<file path="src/hdl/atef_pkg.sv">
// Shared types, widths and constants of the edge-field stencil update.
package atef_pkg;

	localparam int FRAC_BITS = 14;

	localparam int VAL_W  = 16;
	localparam int DIFF_W = VAL_W + 1;
	localparam int SQ_W   = 32;
	localparam int SSQ_W  = SQ_W + 2;
	localparam int ESUM_W = VAL_W + 2;
	localparam int NB_W   = 35;
	localparam int WT_W   = VAL_W + SQ_W + 1;
	localparam int WSUM_W = WT_W + 2;

	localparam int BETA_W = 12;
	localparam int LAM_W  = 16;
	localparam int EPS_W  = 12;
	localparam int CFG_W  = 16;
	localparam int IDX_W  = 2;
	localparam int RL_W   = LAM_W + EPS_W;
	localparam int L2E_W  = 32;
	localparam int LL_W   = 33;
	localparam int BSQ_W  = BETA_W + SSQ_W;

	localparam logic [IDX_W-1:0] REG_BETA   = 2'd0;
	localparam logic [IDX_W-1:0] REG_LAMBDA = 2'd1;
	localparam logic [IDX_W-1:0] REG_EPS    = 2'd2;

	localparam logic [BETA_W-1:0] BETA_RESET   = 12'd1024;
	localparam logic [LAM_W-1:0]  LAMBDA_RESET = 16'd41;
	localparam logic [EPS_W-1:0]  EPS_RESET    = 12'd2048;

	localparam logic [18:0] FOUR_ONE_DIAG_Q16 = 19'd447508;
	localparam logic signed [17:0] DIAG_Q16 = 18'sd46341;

	// Shifts that bring the products back to the Q.20 working scale.
	localparam int HT_SHIFT = 3 * FRAC_BITS - 11;
	localparam int RT_SHIFT = FRAC_BITS + 16;
	localparam int LS_SHIFT = 2 * FRAC_BITS - 11;

	localparam int HT_W = (HT_SHIFT >= 63) ? 1 : 64 - HT_SHIFT;
	localparam int RT_W = 64 - RT_SHIFT;
	localparam int RMAX_A = (HT_W > RT_W) ? HT_W : RT_W;
	localparam int RIGHT_W = ((RMAX_A > L2E_W) ? RMAX_A : L2E_W) + 2;
	localparam int LS_W = (LS_SHIFT >= BSQ_W) ? 1 : BSQ_W - LS_SHIFT;
	localparam int LEFT_W = ((LS_W > LL_W) ? LS_W : LL_W) + 1;

	localparam int Q_W = 16;
	localparam int X_W = RIGHT_W + FRAC_BITS;
	localparam int CMP_W = (X_W > LEFT_W + Q_W + 1) ? X_W : LEFT_W + Q_W + 1;

	typedef struct packed {
		logic [BETA_W-1:0] beta;
		logic [RL_W-1:0]   rl;
		logic [L2E_W-1:0]  l2e;
		logic [LL_W-1:0]   ll;
	} coef_t;

	typedef struct packed {
		logic signed [VAL_W-1:0] img_nw;
		logic signed [VAL_W-1:0] img_n;
		logic signed [VAL_W-1:0] img_w;
		logic signed [VAL_W-1:0] img_c;
		logic signed [VAL_W-1:0] edge_e;
		logic signed [VAL_W-1:0] edge_w;
		logic signed [VAL_W-1:0] edge_n;
		logic signed [VAL_W-1:0] edge_s;
		logic signed [VAL_W-1:0] edge_nw;
		logic signed [VAL_W-1:0] edge_ne;
		logic signed [VAL_W-1:0] edge_sw;
		logic signed [VAL_W-1:0] edge_se;
	} vtx_t;

	typedef struct packed {
		logic                      valid;
		logic signed [RIGHT_W-1:0] right;
		logic [LEFT_W-1:0]         left;
	} frac_t;

endpackage

</file>
<file path="src/hdl/atef_div.sv">
// Pipelined restoring divider with sign handling and saturation of the quotient.
module atef_div (
	input  logic                           clk,
	input  logic                           arst_n,
	input  logic                           en,
	input  atef_pkg::frac_t                frac,
	output logic                           valid,
	output logic signed [atef_pkg::Q_W-1:0] quot,
	output logic                           clip
);

	localparam int NSTEP = atef_pkg::Q_W;

	logic                          v_s   [0:NSTEP];
	logic [atef_pkg::CMP_W-1:0]    x_s   [0:NSTEP];
	logic [atef_pkg::Q_W-1:0]      q_s   [0:NSTEP];
	logic [atef_pkg::LEFT_W-1:0]   den_s [0:NSTEP];
	logic                          neg_s [0:NSTEP];
	logic                          pos_s [0:NSTEP];
	logic                          zero_s[0:NSTEP];
	logic                          ovf_s [0:NSTEP];

	logic                          v_out_q;
	logic signed [atef_pkg::Q_W-1:0] quot_q;
	logic                          clip_q;

	logic                          neg_c;
	logic [atef_pkg::RIGHT_W-1:0]  num_c;
	logic [atef_pkg::CMP_W-1:0]    x_c;
	logic [atef_pkg::Q_W-1:0]      qf_c;
	logic                          over_c;

	assign neg_c = frac.right[atef_pkg::RIGHT_W-1];
	assign num_c = neg_c ? atef_pkg::RIGHT_W'(-frac.right) : atef_pkg::RIGHT_W'(frac.right);
	assign x_c = atef_pkg::CMP_W'(num_c) << atef_pkg::FRAC_BITS;

	always_ff @(posedge clk or negedge arst_n) begin
		if (!arst_n) begin
			v_s[0] <= 1'b0;
		end else if (en) begin
			v_s[0] <= frac.valid;
		end
	end

	// A quotient of 2^16 or more saturates whatever its sign.
	always_ff @(posedge clk) begin
		if (en) begin
			x_s[0]    <= x_c;
			q_s[0]    <= '0;
			den_s[0]  <= frac.left;
			neg_s[0]  <= neg_c;
			pos_s[0]  <= !neg_c && (num_c != '0);
			zero_s[0] <= (frac.left == '0);
			ovf_s[0]  <= (x_c >= (atef_pkg::CMP_W'(frac.left) << atef_pkg::Q_W));
		end
	end

	for (genvar i = 0; i < NSTEP; i++) begin : g_step
		localparam int K = NSTEP - 1 - i;
		logic [atef_pkg::CMP_W-1:0] dk;
		logic                       ge;

		assign dk = atef_pkg::CMP_W'(den_s[i]) << K;
		assign ge = (x_s[i] >= dk);

		always_ff @(posedge clk or negedge arst_n) begin
			if (!arst_n) begin
				v_s[i+1] <= 1'b0;
			end else if (en) begin
				v_s[i+1] <= v_s[i];
			end
		end

		always_ff @(posedge clk) begin
			if (en) begin
				x_s[i+1]    <= ge ? x_s[i] - dk : x_s[i];
				q_s[i+1]    <= q_s[i] | (ge ? atef_pkg::Q_W'(1) << K : '0);
				den_s[i+1]  <= den_s[i];
				neg_s[i+1]  <= neg_s[i];
				pos_s[i+1]  <= pos_s[i];
				zero_s[i+1] <= zero_s[i];
				ovf_s[i+1]  <= ovf_s[i];
			end
		end
	end

	assign qf_c = q_s[NSTEP];
	assign over_c = neg_s[NSTEP] ? (qf_c > 16'h8000) : (qf_c > 16'h7FFF);

	always_ff @(posedge clk or negedge arst_n) begin
		if (!arst_n) begin
			v_out_q <= 1'b0;
		end else if (en) begin
			v_out_q <= v_s[NSTEP];
		end
	end

	always_ff @(posedge clk) begin
		if (en) begin
			clip_q <= zero_s[NSTEP] || ovf_s[NSTEP] || over_c;
			if (zero_s[NSTEP]) begin
				quot_q <= pos_s[NSTEP] ? 16'sh7FFF : (neg_s[NSTEP] ? 16'sh8000 : 16'sh0000);
			end else if (ovf_s[NSTEP] || over_c) begin
				quot_q <= neg_s[NSTEP] ? 16'sh8000 : 16'sh7FFF;
			end else begin
				quot_q <= neg_s[NSTEP] ? $signed(-qf_c) : $signed(qf_c);
			end
		end
	end

	assign valid = v_out_q;
	assign quot = quot_q;
	assign clip = clip_q;

endmodule

</file>
<file path="config.mk">
export PLATFORM = sky130hd
export DESIGN_NAME = atef_div
export DESIGN_NICKNAME = d
export VERILOG_FILES = /design/src/hdl/atef_pkg.sv /design/src/hdl/atef_div.sv
export SDC_FILE = /design/constraint.sdc
export NUM_CORES = 2
export LEC_CHECK = 0
export BUFFER_PORTS_ARGS = -buffer_cell sky130_fd_sc_hd__buf_2
export CAP_MARGIN = 0
export CORE_MARGIN = 8
export CORE_UTILIZATION = 65
export CTS_CLUSTER_DIAMETER = 120
export DETAILED_ROUTE_END_ITERATION = 8
export GPL_TIMING_DRIVEN = 0
export HOLD_SLACK_MARGIN = 0.1
export MAX_ROUTING_LAYER = met4
export PLACE_DENSITY = 0.81
export SLEW_MARGIN = 20
export SYNTH_ARGS = -nofsm -noshare
export SYNTH_HDL_FRONTEND = slang
export SYNTH_SLANG_ARGS = --single-unit
</file>
<file path="constraint.sdc">
create_clock -name clk -period 8.55 [get_ports clk]
set_input_delay 1.71 -clock clk [delete_from_list [all_inputs] [get_ports clk]]
set_output_delay 1.71 -clock clk [all_outputs]
set_load 0.05 [all_outputs]
</file>
# == After elaboration in Yosys (flattened, before gate mapping) ==
# Memories as Yosys holds them, arrays and structs flattened.
# Cells that the tools add are included.
# word_totals
ff_bits,35
ram_bits,1785
n_memories,7
# classes
n_addsub,18
magnitude_cmp,19
muxes,42
bitwise_logic,16
n_reduce_logical,7
# mem_list
name,depth,width,read_ports,rd_ports_with_merged_regs,write_ports,line_no,rtl
x_s,17,51,16,0,17,atef_div.sv:15,logic [atef_pkg::CMP_W-1:0] x_s [0:NSTEP];
den_s,17,34,16,0,17,atef_div.sv:17,logic [atef_pkg::LEFT_W-1:0] den_s [0:NSTEP];
q_s,17,16,17,0,17,atef_div.sv:16,logic [atef_pkg::Q_W-1:0] q_s [0:NSTEP];
neg_s,17,1,17,0,17,atef_div.sv:18,logic neg_s [0:NSTEP];
ovf_s,17,1,17,0,17,atef_div.sv:21,logic ovf_s [0:NSTEP];
pos_s,17,1,17,0,17,atef_div.sv:19,logic pos_s [0:NSTEP];
1 more memories,n/a,n/a,n/a,n/a,n/a,n/a,
# ops
op,n
51-bit two-way mux,16
16-bit two-way mux,7
51-bit by 34-bit greater-or-equal comparator with 1-bit output,1
51-bit by 35-bit greater-or-equal comparator with 1-bit output,1
51-bit by 36-bit greater-or-equal comparator with 1-bit output,1
51-bit by 37-bit greater-or-equal comparator with 1-bit output,1
51-bit by 38-bit greater-or-equal comparator with 1-bit output,1
51-bit by 39-bit greater-or-equal comparator with 1-bit output,1
51-bit by 40-bit greater-or-equal comparator with 1-bit output,1
51-bit by 41-bit greater-or-equal comparator with 1-bit output,1
51-bit by 42-bit greater-or-equal comparator with 1-bit output,1
51-bit by 43-bit greater-or-equal comparator with 1-bit output,1
51-bit by 44-bit greater-or-equal comparator with 1-bit output,1
51-bit by 45-bit greater-or-equal comparator with 1-bit output,1
51-bit by 46-bit greater-or-equal comparator with 1-bit output,1
51-bit by 47-bit greater-or-equal comparator with 1-bit output,1
51-bit by 48-bit greater-or-equal comparator with 1-bit output,1
51-bit by 49-bit greater-or-equal comparator with 1-bit output,1
51-bit by 34-bit subtractor with 51-bit output,1
51-bit by 35-bit subtractor with 51-bit output,1
51-bit by 36-bit subtractor with 51-bit output,1
51-bit by 37-bit subtractor with 51-bit output,1
51-bit by 38-bit subtractor with 51-bit output,1
51-bit by 39-bit subtractor with 51-bit output,1
other kinds (52),57

# == Depth between registers and ports, before layout ==
# An unclocked memory read counts as a cell.
# logic_depth
depth_word,6
mapped_depth,19
mapped_depth_nobuf,19

# == Worst setup path before layout ==
# OpenSTA, ideal clock, no wires.
# synth_path
kind,in2reg
start,input port frac[41] (netlist bit)
end,"memory ovf_s[0][0], data pin"
setup_ns,0.256
t_arrival_ns,5.036
required_time_ns,8.294
slack_ns,3.258
cell_stages,18
n_path_buf,0
path_cell_list,or4_1 -> nor4_2 -> nand4b_1 -> nor2_1 -> nand2_1 -> nand2_1 -> xnor2_1 -> ha_1 -> a21o_1 -> a21o_1 -> a21o_1 -> a21oi_1 -> nor2b_1 -> o21ai_0 -> nand2b_1 -> a221oi_1 -> o21ai_0 -> a31o_2
# synth_rtl
element,line_no,rtl
"start, declared",atef_div.sv:6,"input atef_pkg::frac_t frac,"
"end, declared",atef_div.sv:21,

==> flow_metrics.env <==
export IMPL_grt_pass1_wl_um=343000
export IMPL_crit_reg2reg_launch="den_s[0][268]"
export IMPL_power_uw=31400
export IMPL_cp_num_cells=16
export IMPL_synth_cell_area_um2=84500
export IMPL_gr_usage_all_layers=0.319
export IMPL_period_minus_slack_ps=5770
export IMPL_worst_pin_slew_ps=1100
export IMPL_ys_async_sr_fraction=0.0123
export IMPL_setup_violations=0
export IMPL_cts_setup_buffers=0
export IMPL_r2r_setup_slack_ps=3270
export IMPL_wire_per_inst_um=22.5
export IMPL_period_share=0.675
export IMPL_r2r_cells=13
export IMPL_die_h_um=377
export IMPL_area_growth_pct=9.46
export IMPL_crit_start="frac[69]"
export IMPL_fin_nets=8805
export IMPL_crit_arrival_ps=6280
export IMPL_final_core_util=0.715
export IMPL_dieWidth_um=377
export IMPL_fillers=9240
export IMPL_dieArea_um2=142000
export IMPL_ys_types=92
export IMPL_ant_nets=0
export IMPL_ir_drop_v=0.000250
export IMPL_whs_path_depth=0
export IMPL_drive_gt1_frac=0.0596
export IMPL_num_vias=62952
export IMPL_ys_seq_area_frac=0.520
export IMPL_pre_cts_ws_ps=1980
export IMPL_netlist_instances=7882
export IMPL_ios=92
export IMPL_tns_ps=0
export IMPL_crit_chain="buf_2, clkbuf_1, clkbuf_1, clkbuf_1, clkbuf_1, o31ai_1, xnor2_1, ha_1, a21o_1, a21o_1, a21oi_1, o2111a_1, o21ai_0, a221oi_1, o21ai_0, a31o_2"
export IMPL_finalWorstSetupSlack_ps=2780
export IMPL_synth_seq_cells=1465
export IMPL_hpwlAfterDp_um=174000
export IMPL_cp_max_fo=10
export IMPL_layout_commonest_cell="edfxtp_1"
export IMPL_synthFlopType="edfxtp_1"
export IMPL_clock_tree_buffer_depth=3
export IMPL_cts_root_buf="clkbuf_16"
export IMPL_grt_pass1_vias=60323
export IMPL_synth_edf_count=1447
export IMPL_core_um2=129000
export IMPL_holdCritStartpoint="zero_s[0][2]"
export IMPL_clk_pin_slew_ps=60
export IMPL_cts_resized=0
export IMPL_hp_class="flip-flop to flip-flop"
export IMPL_power_density_nw_per_um2=339
export IMPL_critical_path_max_stage_delay_ps=530
export IMPL_clock_sinks=1465
export IMPL_drt_initial_drc_count=6517
export IMPL_cts_hold_buf=0
export IMPL_synth_warnings=0
export IMPL_crit_path_start_kind="input pin"
export IMPL_multi_input_area_um2=37000
export IMPL_final_area_um2=92500
export IMPL_critPathTopFamily="compound AO/OA/AOI/OAI gates"
export IMPL_numCtsBuffers=154
export IMPL_dr_pass1_iters=6
export IMPL_rsz0062_at_grt="no"
export IMPL_max_cap_viol_count=0
export IMPL_antenna_found_initial=21
export IMPL_p_leak_uw=0.0368
export IMPL_avgSynthCellArea_um2=10.7
export IMPL_cp_required_ps=9060
export IMPL_overflow=0
export IMPL_cts_tree="done"
export IMPL_via_per_inst=6.29
export IMPL_synth_fp_nets=8550
export IMPL_grt_max_degree=154
export IMPL_dpl_cell_area_um2=87400
export IMPL_rows=132
export IMPL_critPathBufInv=5
export IMPL_wl_um=225000
export IMPL_fin_skew_ps=30.5
export IMPL_slowest_stage="clkbuf_1"
export IMPL_layout_common_cells="edfxtp_1, nand2_1, inv_1, o21ai_0, ha_1"
export IMPL_clock_latency_ps=770
export IMPL_max_slew_margin_rel=0.257
export IMPL_drcViolationCount=0
export IMPL_path_common_cell="clkbuf_1"
export IMPL_gp_congestion=1.01
export IMPL_area_sequential_um2=43900
export IMPL_htreeDepth=4
export IMPL_drv_slew=0
export IMPL_io_buffer_count=88
export IMPL_max_freq_ghz=0.173
export IMPL_path_class="input pin to flip-flop"
export IMPL_critPathCaptureType="flip-flop"
export IMPL_final_hold_violation_count=0
export IMPL_start_util=0.653
export IMPL_status="completed"
per-stage QoR:
step                hold WS [ps]  instances
floorplan                    400       7882
global placement             400       9712
detailed placement           405       9723
CTS                          414      10001
global route                 418      10009
finish                       413      10010
worst register-to-register path: cells and delay by family (launching register included):
family | cells | cell delay (ps)
compound gates | 4 | 1550
fa+ha+maj | 1 | 280
buf+inv | 4 | 1280
flops | 1 | 570
simple gates | 4 | 1250
flip-flops by register name, indices dropped and copies added, names as in the netlist:
signal  count
clip        1
den_s     544
neg_s      17
ovf_s      17
pos_s      17
q_s       136
quot       16
v_s        17
valid       1
x_s       682
zero_s     17
final cells by class:
type	count	area share
multi-input cells	5467	0.400
clock inverters	95	0.0109
well taps	1742	0.0236
clock buffers	183	0.0435
plain buffers	229	0.00975
repair buffers	99	0.00820
inverters	721	0.0293
flip-flops and latches	1465	0.475
diodes	9	0.000243
power by group:
part	switching, µW	internal [µW]
Clock	2820	3870
Combinational	7960	5100
Sequential	1270	10300
Total	12000	19300
worst paths after layout:
path | to
min in group asynchronous | valid
setup / recovery | ovf_s[0][0]
hold / removal | zero_s[0][3]
max in group asynchronous | v_s[13]
setup reg to reg | x_s[0][434]
hold reg to reg | zero_s[0][3]
cells by family after synthesis:
kind of cell               count (synthesis)  synth area share
muxes                                     90            0.0119
and+or+nand+nor                         2067             0.118
buffers and inverters                    950            0.0427
adders and majority gates                594            0.0893
AOI/OAI and AO/OA                       2120             0.157
DFF                                     1465             0.520
xor gates and xnor gates                 596            0.0618
metal layers:
layer,share of wire,GRT usage,vias up
met1,0.40,0.408,30149
met3,0.080,0.0543,623
met4,0.048,0.132,0
met5,0,-,-
met2,0.47,0.508,2780
li1,-,-,29400
cell usage after synthesis (15+ instances only):
| master | count | share of area |
|---|---|---|
| and4_1 | 18 | 0.0019 |
| o211ai_1 | 35 | 0.0031 |
| mux2_2 | 80 | 0.011 |
| nor2_1 | 381 | 0.017 |
| inv_1 | 720 | 0.032 |
| o21ai_0 | 633 | 0.037 |
| nor3_1 | 141 | 0.0084 |
| nor4_1 | 68 | 0.0050 |
| a21o_1 | 330 | 0.029 |
| clkbuf_1 | 191 | 0.0085 |
| dfrtp_1 | 18 | 0.0053 |
| or2_2 | 30 | 0.0022 |
| edfxtp_1 | 1447 | 0.51 |
| nor3b_1 | 15 | 0.0013 |
| fa_1 | 15 | 0.0036 |
| a2111oi_0 | 19 | 0.0020 |
| o31ai_1 | 74 | 0.0066 |
| o41ai_1 | 18 | 0.0019 |
| buf_2 | 18 | 0.0011 |
| o21a_1 | 83 | 0.0074 |
| and2_1 | 31 | 0.0023 |
| nand3_1 | 147 | 0.0087 |
| xor2_1 | 256 | 0.027 |
| or3_1 | 52 | 0.0038 |
| and3_1 | 56 | 0.0041 |
| buf_1 | 15 | 0.00067 |
| o21bai_1 | 60 | 0.0053 |
| or4_1 | 22 | 0.0020 |
| xnor2_1 | 340 | 0.035 |
| a21boi_0 | 19 | 0.0017 |
| nand4_1 | 117 | 0.0087 |
| ha_1 | 579 | 0.086 |
| nand2b_1 | 89 | 0.0066 |
| nand2_1 | 766 | 0.034 |
| a31oi_1 | 61 | 0.0045 |
| a211oi_1 | 51 | 0.0045 |
| nor2b_1 | 77 | 0.0057 |
| o21ai_1 | 25 | 0.0015 |
| a21oi_1 | 524 | 0.031 |
| o31a_1 | 25 | 0.0026 |
Power figures use the tool's default switching activity.
