### src/hdl/atef_pkg.sv
// Shared types, widths and constants of the edge-field stencil update.
package atef_pkg;

	localparam int FRAC_BITS = 14;

	localparam int VAL_W  = 16;
	localparam int DIFF_W = VAL_W + 1;
	localparam int SQ_W   = 32;
	localparam int SSQ_W  = SQ_W + 2;
	localparam int ESUM_W = VAL_W + 2;
	localparam int NB_W   = 35;
	localparam int WT_W   = VAL_W + SQ_W + 1;
	localparam int WSUM_W = WT_W + 2;

	localparam int BETA_W = 12;
	localparam int LAM_W  = 16;
	localparam int EPS_W  = 12;
	localparam int CFG_W  = 16;
	localparam int IDX_W  = 2;
	localparam int RL_W   = LAM_W + EPS_W;
	localparam int L2E_W  = 32;
	localparam int LL_W   = 33;
	localparam int BSQ_W  = BETA_W + SSQ_W;

	localparam logic [IDX_W-1:0] REG_BETA   = 2'd0;
	localparam logic [IDX_W-1:0] REG_LAMBDA = 2'd1;
	localparam logic [IDX_W-1:0] REG_EPS    = 2'd2;

	localparam logic [BETA_W-1:0] BETA_RESET   = 12'd1024;
	localparam logic [LAM_W-1:0]  LAMBDA_RESET = 16'd41;
	localparam logic [EPS_W-1:0]  EPS_RESET    = 12'd2048;

	localparam logic [18:0] FOUR_ONE_DIAG_Q16 = 19'd447508;
	localparam logic signed [17:0] DIAG_Q16 = 18'sd46341;

	// Shifts that bring the products back to the Q.20 working scale.
	localparam int HT_SHIFT = 3 * FRAC_BITS - 11;
	localparam int RT_SHIFT = FRAC_BITS + 16;
	localparam int LS_SHIFT = 2 * FRAC_BITS - 11;

	localparam int HT_W = (HT_SHIFT >= 63) ? 1 : 64 - HT_SHIFT;
	localparam int RT_W = 64 - RT_SHIFT;
	localparam int RMAX_A = (HT_W > RT_W) ? HT_W : RT_W;
	localparam int RIGHT_W = ((RMAX_A > L2E_W) ? RMAX_A : L2E_W) + 2;
	localparam int LS_W = (LS_SHIFT >= BSQ_W) ? 1 : BSQ_W - LS_SHIFT;
	localparam int LEFT_W = ((LS_W > LL_W) ? LS_W : LL_W) + 1;

	localparam int Q_W = 16;
	localparam int X_W = RIGHT_W + FRAC_BITS;
	localparam int CMP_W = (X_W > LEFT_W + Q_W + 1) ? X_W : LEFT_W + Q_W + 1;

	typedef struct packed {
		logic [BETA_W-1:0] beta;
		logic [RL_W-1:0]   rl;
		logic [L2E_W-1:0]  l2e;
		logic [LL_W-1:0]   ll;
	} coef_t;

	typedef struct packed {
		logic signed [VAL_W-1:0] img_nw;
		logic signed [VAL_W-1:0] img_n;
		logic signed [VAL_W-1:0] img_w;
		logic signed [VAL_W-1:0] img_c;
		logic signed [VAL_W-1:0] edge_e;
		logic signed [VAL_W-1:0] edge_w;
		logic signed [VAL_W-1:0] edge_n;
		logic signed [VAL_W-1:0] edge_s;
		logic signed [VAL_W-1:0] edge_nw;
		logic signed [VAL_W-1:0] edge_ne;
		logic signed [VAL_W-1:0] edge_sw;
		logic signed [VAL_W-1:0] edge_se;
	} vtx_t;

	typedef struct packed {
		logic                      valid;
		logic signed [RIGHT_W-1:0] right;
		logic [LEFT_W-1:0]         left;
	} frac_t;

endpackage

### src/hdl/atef_coef.sv
// Configuration registers and the sequencer that derives the stencil coefficients.
module atef_coef (
	input  logic                          clk,
	input  logic                          arst_n,
	input  logic                          wr_en,
	input  logic [atef_pkg::IDX_W-1:0]    wr_index,
	input  logic [atef_pkg::CFG_W-1:0]    wr_data,
	output atef_pkg::coef_t               coef,
	output logic                          busy
);

	localparam logic [2:0] ST_IDLE = 3'd0;
	localparam logic [2:0] ST_LOAD = 3'd1;
	localparam logic [2:0] ST_DIV  = 3'd2;
	localparam logic [2:0] ST_MUL  = 3'd3;
	localparam logic [2:0] ST_SUM  = 3'd4;

	logic [2:0]                      state_q;
	logic                            busy_q;
	logic [atef_pkg::BETA_W-1:0]     beta_q;
	logic [atef_pkg::LAM_W-1:0]      lambda_q;
	logic [atef_pkg::EPS_W-1:0]      eps_q;
	logic [atef_pkg::RL_W-1:0]       le_q;
	logic [atef_pkg::RL_W-1:0]       rl_q;
	logic [atef_pkg::L2E_W-1:0]      dvd_q;
	logic [atef_pkg::L2E_W-1:0]      l2e_q;
	logic [atef_pkg::EPS_W-1:0]      div_q;
	logic [atef_pkg::EPS_W-1:0]      rem_q;
	logic [4:0]                      cnt_q;
	logic [46:0]                     prod_q;
	logic [atef_pkg::LL_W-1:0]       ll_q;

	logic [atef_pkg::EPS_W-1:0]      e_c;
	logic [atef_pkg::EPS_W:0]        trial_c;
	logic                            ge_c;
	logic                            wr_hit;

	assign e_c = (eps_q == '0) ? atef_pkg::EPS_W'(1) : eps_q;
	assign trial_c = {rem_q, dvd_q[atef_pkg::L2E_W-1]};
	assign ge_c = (trial_c >= {1'b0, div_q});
	assign wr_hit = wr_en && (wr_index == atef_pkg::REG_BETA ||
		wr_index == atef_pkg::REG_LAMBDA || wr_index == atef_pkg::REG_EPS);

	always_ff @(posedge clk or negedge arst_n) begin
		if (!arst_n) begin
			state_q  <= ST_LOAD;
			busy_q   <= 1'b1;
			beta_q   <= atef_pkg::BETA_RESET;
			lambda_q <= atef_pkg::LAMBDA_RESET;
			eps_q    <= atef_pkg::EPS_RESET;
		end else if (wr_hit) begin
			state_q <= ST_LOAD;
			busy_q  <= 1'b1;
			case (wr_index)
				atef_pkg::REG_BETA:   beta_q   <= wr_data[atef_pkg::BETA_W-1:0];
				atef_pkg::REG_LAMBDA: lambda_q <= wr_data[atef_pkg::LAM_W-1:0];
				atef_pkg::REG_EPS:    eps_q    <= wr_data[atef_pkg::EPS_W-1:0];
				default: ;
			endcase
		end else begin
			case (state_q)
				ST_LOAD: state_q <= ST_DIV;
				ST_DIV: begin
					if (cnt_q == '0) begin
						state_q <= ST_MUL;
					end
				end
				ST_MUL: state_q <= ST_SUM;
				ST_SUM: begin
					state_q <= ST_IDLE;
					busy_q  <= 1'b0;
				end
				default: state_q <= ST_IDLE;
			endcase
		end
	end

	// Bit-serial restoring division; the quotient shifts into the dividend register.
	always_ff @(posedge clk) begin
		case (state_q)
			ST_LOAD: begin
				le_q  <= atef_pkg::RL_W'(lambda_q) * atef_pkg::RL_W'(e_c);
				dvd_q <= {1'b0, lambda_q, 15'b0} + atef_pkg::L2E_W'(e_c >> 1);
				div_q <= e_c;
				rem_q <= '0;
				cnt_q <= 5'd31;
			end
			ST_DIV: begin
				rem_q <= ge_c ? atef_pkg::EPS_W'(trial_c - {1'b0, div_q})
					: atef_pkg::EPS_W'(trial_c);
				dvd_q <= {dvd_q[atef_pkg::L2E_W-2:0], ge_c};
				cnt_q <= cnt_q - 5'd1;
			end
			ST_MUL: begin
				prod_q <= 47'(le_q) * 47'(atef_pkg::FOUR_ONE_DIAG_Q16);
			end
			ST_SUM: begin
				rl_q  <= le_q;
				l2e_q <= dvd_q;
				ll_q  <= atef_pkg::LL_W'((prod_q + 47'd32768) >> 16)
					+ atef_pkg::LL_W'(dvd_q);
			end
			default: ;
		endcase
	end

	assign coef = '{beta: beta_q, rl: rl_q, l2e: l2e_q, ll: ll_q};
	assign busy = busy_q;

endmodule

### config.mk
export PLATFORM = sky130hd
export DESIGN_NAME = atef_coef
export DESIGN_NICKNAME = d
export VERILOG_FILES = /design/src/hdl/atef_pkg.sv /design/src/hdl/atef_coef.sv
export SDC_FILE = /design/constraint.sdc
export NUM_CORES = 1
export LEC_CHECK = 0
export BUFFER_PORTS_ARGS = -buffer_cell sky130_fd_sc_hd__buf_2
export CAP_MARGIN = 10
export CORE_MARGIN = 2
export CORE_UTILIZATION = 58
export DETAILED_ROUTE_END_ITERATION = 7
export HOLD_SLACK_MARGIN = 0.03
export PLACE_DENSITY = 0.77
export REMOVE_ABC_BUFFERS = 1
export SLEW_MARGIN = 0
export SYNTH_ARGS = -nofsm -noshare
export SYNTH_HDL_FRONTEND = slang
export SYNTH_SLANG_ARGS = --single-unit
### constraint.sdc
create_clock -name clk -period 9.3 [get_ports clk]
set_input_delay 0.465 -clock clk [delete_from_list [all_inputs] [get_ports clk]]
set_output_delay 0.465 -clock clk [all_outputs]
set_load 0.02 [all_outputs]
==> Yosys cells after proc, flatten, opt, wreduce, memory -nomap -nowiden <==
Index checks and enable logic that the tools add are counted.
{ "totals": {"ff_bits": 271, "out_inout_bits": 106} }
{ "op_classes": {"n_addsub": 5, "multipliers": 2, "eq_ne": 7, "muxes": 10, "magnitude_cmp": 1, "n_reduce_logical": 11} }
{ "ops": {"columns": ["operator", "count"], "rows": [
  ["$pmux 32 s2", 1],
  ["$add 47x16->47 const B", 1],
  ["$mul 28x17->45 const B", 1],
  ["$add 31x32->33", 1],
  ["$add 31x11->32", 1],
  ["$mul 16x12->28", 1],
  ["$mux 12", 2],
  ["$pmux 12 s2", 1],
  ["$ge 13x12->1", 1],
  ["$logic_not 12->1", 1],
  ["$sub 12x12->12", 1],
  ["$pmux 5 s2", 1],
  ["$pmux 3 s3", 1],
  ["$eq 3x2->1 const B", 2],
  ["$mux 3", 2],
  ["$reduce_and 2->1", 3],
  ["$logic_not 5->1", 1],
  ["$sub 5x1->5 const B", 1],
  ["$reduce_bool 2->1", 2],
  ["$eq 3x1->1 const B", 1],
  ["$eq 3x3->1 const B", 1],
  ["$ne 3x3->1 const B", 1],
  ["$eq 2x1->1 const B", 1],
  ["$eq 2x2->1 const B", 1],
  ["4 further kinds", 6]
]} }

==> Depth between registers and ports, before layout <==
{ "logic_depth": {"word_depth": 5, "ltp_mapped": 22} }

==> Least setup slack after synthesis <==
No wires, ideal clock.
{ "synth_path": {"kind": "register to register", "start": "reg state_q[1]", "end": "reg l2e_q[0] (netlist bit), enable pin", "required_ns": 8.620, "setup_time_ns": 0.680, "t_arrival_ns": 7.186, "setup_slack_ns": 1.434, "path_buffers": 0, "stages_incl_launch_ff": 2, "synth_period_minus_slack_ns": 7.866, "path_cell_list": "dfrtp_1 -> nor3b_1"} }
{ "synth_via": {"elab_chain_cells": 1} }
{ "synth_rtl": {"columns": ["item", "line", "source"], "rows": [
  ["start: declaration", "atef_coef.sv:18", "logic [2:0] state_q;"],
  ["start signal: assignment", "atef_coef.sv:46", "state_q <= ST_LOAD;"],
  ["start signal: assignment", "atef_coef.sv:52", "state_q <= ST_LOAD;"],
  ["start signal: assignment", "atef_coef.sv:62", "ST_LOAD: state_q <= ST_DIV;"],
  ["$eq 3x3->1", "atef_coef.sv:80", "case (state_q)"],
  ["end signal: assignment", "atef_coef.sv:99", "l2e_q <= dvd_q;"],
  ["end: declaration", "atef_coef.sv:26", "logic [atef_pkg::L2E_W-1:0] l2e_q;"]
]} }
Every way passes these cells.
A chain may end at the register's enable or synchronous reset.

==> Worst setup path after layout <==
{ "layout_path": {"start": "reg le_q[8] (netlist bit)", "end": "reg prod_q[40] (data pin)"} }
{ "layout_via": {"elab_chain_cells": 1} }
{ "layout_rtl": {"columns": ["item", "line", "source"], "rows": [
  ["start: declaration", "atef_coef.sv:23", "logic [atef_pkg::RL_W-1:0] le_q;"],
  ["start signal: assignment", "atef_coef.sv:82", "le_q <= atef_pkg::RL_W'(lambda_q) * atef_pkg::RL_W'(e_c);"],
  ["$mul 28x17->45", "atef_coef.sv:95", "prod_q <= 47'(le_q) * 47'(atef_pkg::FOUR_ONE_DIAG_Q16);"],
  ["end signal: assignment", "atef_coef.sv:95", null],
  ["end: declaration", "atef_coef.sv:30", "logic [46:0] prod_q;"]
]} }
Every way passes these cells.

==> results.cfg <==
[logic_synthesis]
synth_largest_area_cell = sky130_fd_sc_hd__edfxtp_1
synth_enable_flop_cells = 214
ys_seq_elements = 258
synthesis.area_sq_um = 24900
count_of_cell_types_in_the_netlist = 70
postSynth.asyncResetShare_pct = 17.1
synthesis.instances = 2309
avgSynthCellArea_sq_um = 10.8
ys_top_cells_by_area = sky130_fd_sc_hd__edfxtp_1 (26%), sky130_fd_sc_hd__fa_1 (22%), sky130_fd_sc_hd__ha_1 (15%), sky130_fd_sc_hd__inv_1 (6.8%), sky130_fd_sc_hd__dfrtp_1 (3.7%)
ys.warnings.count = 0
leading_register_cell_type_out_of_synthesis = sky130_fd_sc_hd__edfxtp_1
yosysTopAreaCellShare_pct = 25.8
share_of_synthesized_area_occupied_by_flip_flops_and_latches_pct = 30.2

[clocking]
clkSlewWorstSetupHoldPaths_ps = 60
cts-root-buf = sky130_fd_sc_hd__clkbuf_16
clockBufferDepth = 3
post-cts-setup-buffers = 0
cts_made_buffers = 29
tritoncts_clock_tree = done
h-tree-depth = 1
worst_skew_pair.late_latency_ps = 580
cts_num_sinks = 258
hold_buf_cts = 0
cts_resized = 0

[setup_path]
endpoint_kind = flop
most_common_cell_on_crit_path = sky130_fd_sc_hd__fa_1
slowest_stage = sky130_fd_sc_hd__fa_1
start_kind = flop
timing.critical_path.fanout_max = 7
ff2ff_path_depth = 17
path_class = reg -> reg
critPathRequiredTime_ps = 9620
cp.buffers_inverters = 2
worstReg2RegStart = le_q[8]$_DFFE_PP_
rrSetupSlack_ps = 2970
timing.rr.end = prod_q[40]$_DFFE_PP_
crit_chain = ha_1 -> inv_1 -> fa_1 -> fa_1 -> fa_1 -> fa_1 -> fa_1 -> inv_1 -> ha_1 -> a211oi_1 -> o211ai_1 -> a41oi_1 -> a21oi_2 -> a31o_1 -> or4b_4 -> a31o_1 -> xor2_1
worst_path_largest_cell_delay_ps = 560
path_delay_family = adder cells
critical_path.startpoint = le_q[8]$_DFFE_PP_
crit_path_arrival_time_ps = 6650

[timing]
finalWorstPathRequiredPeriod_ps = 6330
final-max-slew-violation-count = 0
totalNegativeSetupSlack_ps = 0
final-setup-viol-count = 0
rsz0062_at_grt = no
hold_viol = 0
max_freq_mhz = 158
fin_worst_skew_ps = 14.7
headroom_to_the_max_slew_limit_pct = 27.4
max_slew.worst_pin.slew_ps = 1090
fin_crit_sh_pct = 68.1

[layout]
area_growth_syn_to_layout_pct = 8.54
drive_gt1_share_pct = 11.7
final_net_count = 2998
insertedDiodeCount = 0

[floorplan]
dieArea_sq_um = 44700
die-height_microns = 211
floorplan.core_area_sq_um = 42200
rows = 75
boundaryPins = 127
dieWidth_microns = 211
initial_core_util_pct = 59.1

[placed_design]
detailedPlacementHpwl_microns = 45600
io_buffer_count = 126
gp_congestion = 0.911

[grt]
global_route.usage.total_pct = 26.6
grt_max_degree = 80
grt-ovfl-total = 0
grt_antenna_before_repair = 0
grt_pass1_vias = 17300
grt_first_pass_wirelength_microns = 92900

[detailed_routing]
drt_wl_total_microns = 57200
via_per_inst = 5.61
vias = 16600
first_iter_violations = 1145
drt_drc_violations_left = 0
wl_per_cell_microns = 19.3
count_of_tritonroute_iterations_in_the_first_routing_pass = 6
ant_nets = 0

[run_status]
status = complete, no violations

[flow_run]
max-cap-violations = 0

[worst_hold_path]
hold_class = in -> async
==> worst register-to-register path, stage by stage, from the launching register on <==
cell	delay (ps)
sky130_fd_sc_hd__edfxtp_1	510
sky130_fd_sc_hd__ha_1	390
sky130_fd_sc_hd__inv_1	70
sky130_fd_sc_hd__fa_1	500
sky130_fd_sc_hd__fa_1	520
sky130_fd_sc_hd__fa_1	520
sky130_fd_sc_hd__fa_1	520
sky130_fd_sc_hd__fa_1	560
sky130_fd_sc_hd__inv_1	50
sky130_fd_sc_hd__ha_1	320
sky130_fd_sc_hd__a211oi_1	380
sky130_fd_sc_hd__o211ai_1	190
sky130_fd_sc_hd__a41oi_1	330
sky130_fd_sc_hd__a21oi_2	120
sky130_fd_sc_hd__a31o_1	260
sky130_fd_sc_hd__or4b_4	490
sky130_fd_sc_hd__a31o_1	230
sky130_fd_sc_hd__xor2_1	130
==> worst max path at each step <==
| stage | slack [ps] | cells past startpoint | endpoint |
|---|---|---|---|
| final | 2970 | 17 | prod_q[40]$_DFFE_PP_ |
| after global routing | 2660 | 19 | le_q[27]$_DFFE_PP_ |
| after CTS | 2970 | 17 | prod_q[40]$_DFFE_PP_ |
| after detailed placement | 2980 | 17 | prod_q[40]$_DFFE_PP_ |
| after global placement | 3080 | 17 | prod_q[40]$_DFFE_PP_ |
| after floorplan | 1430 | 1 | l2e_q[0]$_DFFE_PP_ |
==> cell type report <==
class                   count  area (sq um)
clock buffers              35           801
inverters                 453          1700
clock inverters            19           246
fillers                  3301         15200
well taps                 539           674
flip-flops and latches    258          7540
multi-input cells        1527         15400
repair buffers            132           676
==> metrics by stage <==
stage	instances	area [sq um]	hold WS (ps)	setup slack, ps	util, %
3_5_place_dp	2909	26000	454	2980	61.6
5_1_grt	2963	27100	114	2660	64.1
6_report	2963	27100	49.0	2970	64.1
2_1_floorplan	2238	24700	169	1430	-
3_3_place_gp	2909	26000	431	3080	61.6
4_1_cts	2963	27100	57.0	2970	64.1
==> per-layer routing <==
| metal | part of all wire (%) | track usage [%] |
|---|---|---|
| met5 | 0 | 0 |
| met4 | 2.5 | 7.07 |
| met2 | 48 | 44.4 |
| met3 | 5.5 | 3.29 |
| met1 | 44 | 37.0 |
==> cells by family after synthesis <==
family	count (synthesis)	synth area share (%)
xor gates and xnor gates	121	4.25
DFF	258	30.2
AOI/OAI and AO/OA	281	7.47
buffers and inverters	524	7.95
adders and majority gates	576	37.2
muxes	79	3.50
and+or+nand+nor	470	9.38
==> cell usage after synthesis, types with 7 or more instances <==
master and number:
sky130_fd_sc_hd__mux2_2 66, sky130_fd_sc_hd__ha_1 299, sky130_fd_sc_hd__xnor2_1 83, sky130_fd_sc_hd__dfrtp_1 37, sky130_fd_sc_hd__o21bai_1 12, sky130_fd_sc_hd__a21oi_1 79
sky130_fd_sc_hd__fa_1 277, sky130_fd_sc_hd__inv_1 453, sky130_fd_sc_hd__a21o_1 50, sky130_fd_sc_hd__nand3_1 33, sky130_fd_sc_hd__mux2i_1 13, sky130_fd_sc_hd__edfxtp_1 214
sky130_fd_sc_hd__and2_1 90, sky130_fd_sc_hd__clkbuf_1 66, sky130_fd_sc_hd__and3_1 14, sky130_fd_sc_hd__dfstp_2 7, sky130_fd_sc_hd__a211oi_1 12, sky130_fd_sc_hd__nor3_1 19
sky130_fd_sc_hd__o31ai_1 7, sky130_fd_sc_hd__o21ai_0 44, sky130_fd_sc_hd__nand2_1 182, sky130_fd_sc_hd__o21a_1 11, sky130_fd_sc_hd__a31oi_1 9, sky130_fd_sc_hd__nand4_1 22
sky130_fd_sc_hd__nor2b_1 10, sky130_fd_sc_hd__nor2_1 55, sky130_fd_sc_hd__nand2b_1 13, sky130_fd_sc_hd__xor2_1 38, sky130_fd_sc_hd__o21ai_1 7
==> sequential cells by signal, indices dropped and copies added (netlist names), 16 cells and up <==
register and flops:
dvd_q 32, l2e_q 32, lambda_q 16, le_q 28
ll_q 33, prod_q 32, rl_q 28
==> placed cells by master (no fill, tap or decap), types with 4 or more instances in the layout <==
cell type	synthesis	final
sky130_fd_sc_hd__a21o_1	50	50
sky130_fd_sc_hd__o21ai_0	44	44
sky130_fd_sc_hd__o31ai_1	7	7
sky130_fd_sc_hd__nor2b_1	10	10
sky130_fd_sc_hd__xnor2_1	83	83
sky130_fd_sc_hd__and2_1	90	90
sky130_fd_sc_hd__clkbuf_16	0	31
sky130_fd_sc_hd__nand4_1	22	22
sky130_fd_sc_hd__nand2b_1	13	13
sky130_fd_sc_hd__ha_1	299	299
sky130_fd_sc_hd__and4_1	4	4
sky130_fd_sc_hd__mux2i_1	13	13
sky130_fd_sc_hd__dfrtp_1	37	37
sky130_fd_sc_hd__buf_4	0	6
sky130_fd_sc_hd__mux2_2	66	66
sky130_fd_sc_hd__nor3_1	19	19
sky130_fd_sc_hd__a31o_2	5	5
sky130_fd_sc_hd__a21boi_0	4	4
sky130_fd_sc_hd__or2_2	5	5
sky130_fd_sc_hd__dfstp_2	7	7
sky130_fd_sc_hd__o21bai_1	12	12
sky130_fd_sc_hd__o21a_1	11	11
sky130_fd_sc_hd__nand3b_1	4	4
sky130_fd_sc_hd__fa_1	277	277
sky130_fd_sc_hd__a31oi_1	9	9
sky130_fd_sc_hd__and3_1	14	14
sky130_fd_sc_hd__bufinv_16	0	5
sky130_fd_sc_hd__nand2_1	182	182
sky130_fd_sc_hd__o31a_1	5	5
sky130_fd_sc_hd__inv_1	453	452
sky130_fd_sc_hd__nor2_1	55	55
sky130_fd_sc_hd__nor4_1	5	5
sky130_fd_sc_hd__edfxtp_1	214	214
sky130_fd_sc_hd__xor2_1	38	38
sky130_fd_sc_hd__a21o_2	4	4
sky130_fd_sc_hd__a211oi_1	12	12
sky130_fd_sc_hd__o21ai_1	7	7
sky130_fd_sc_hd__a21oi_1	79	79
sky130_fd_sc_hd__nand3_1	33	33
sky130_fd_sc_hd__buf_2	1	126
Power is not shown: default switching activity piles up to over one toggle a cycle in this logic, so the estimate is an artifact.
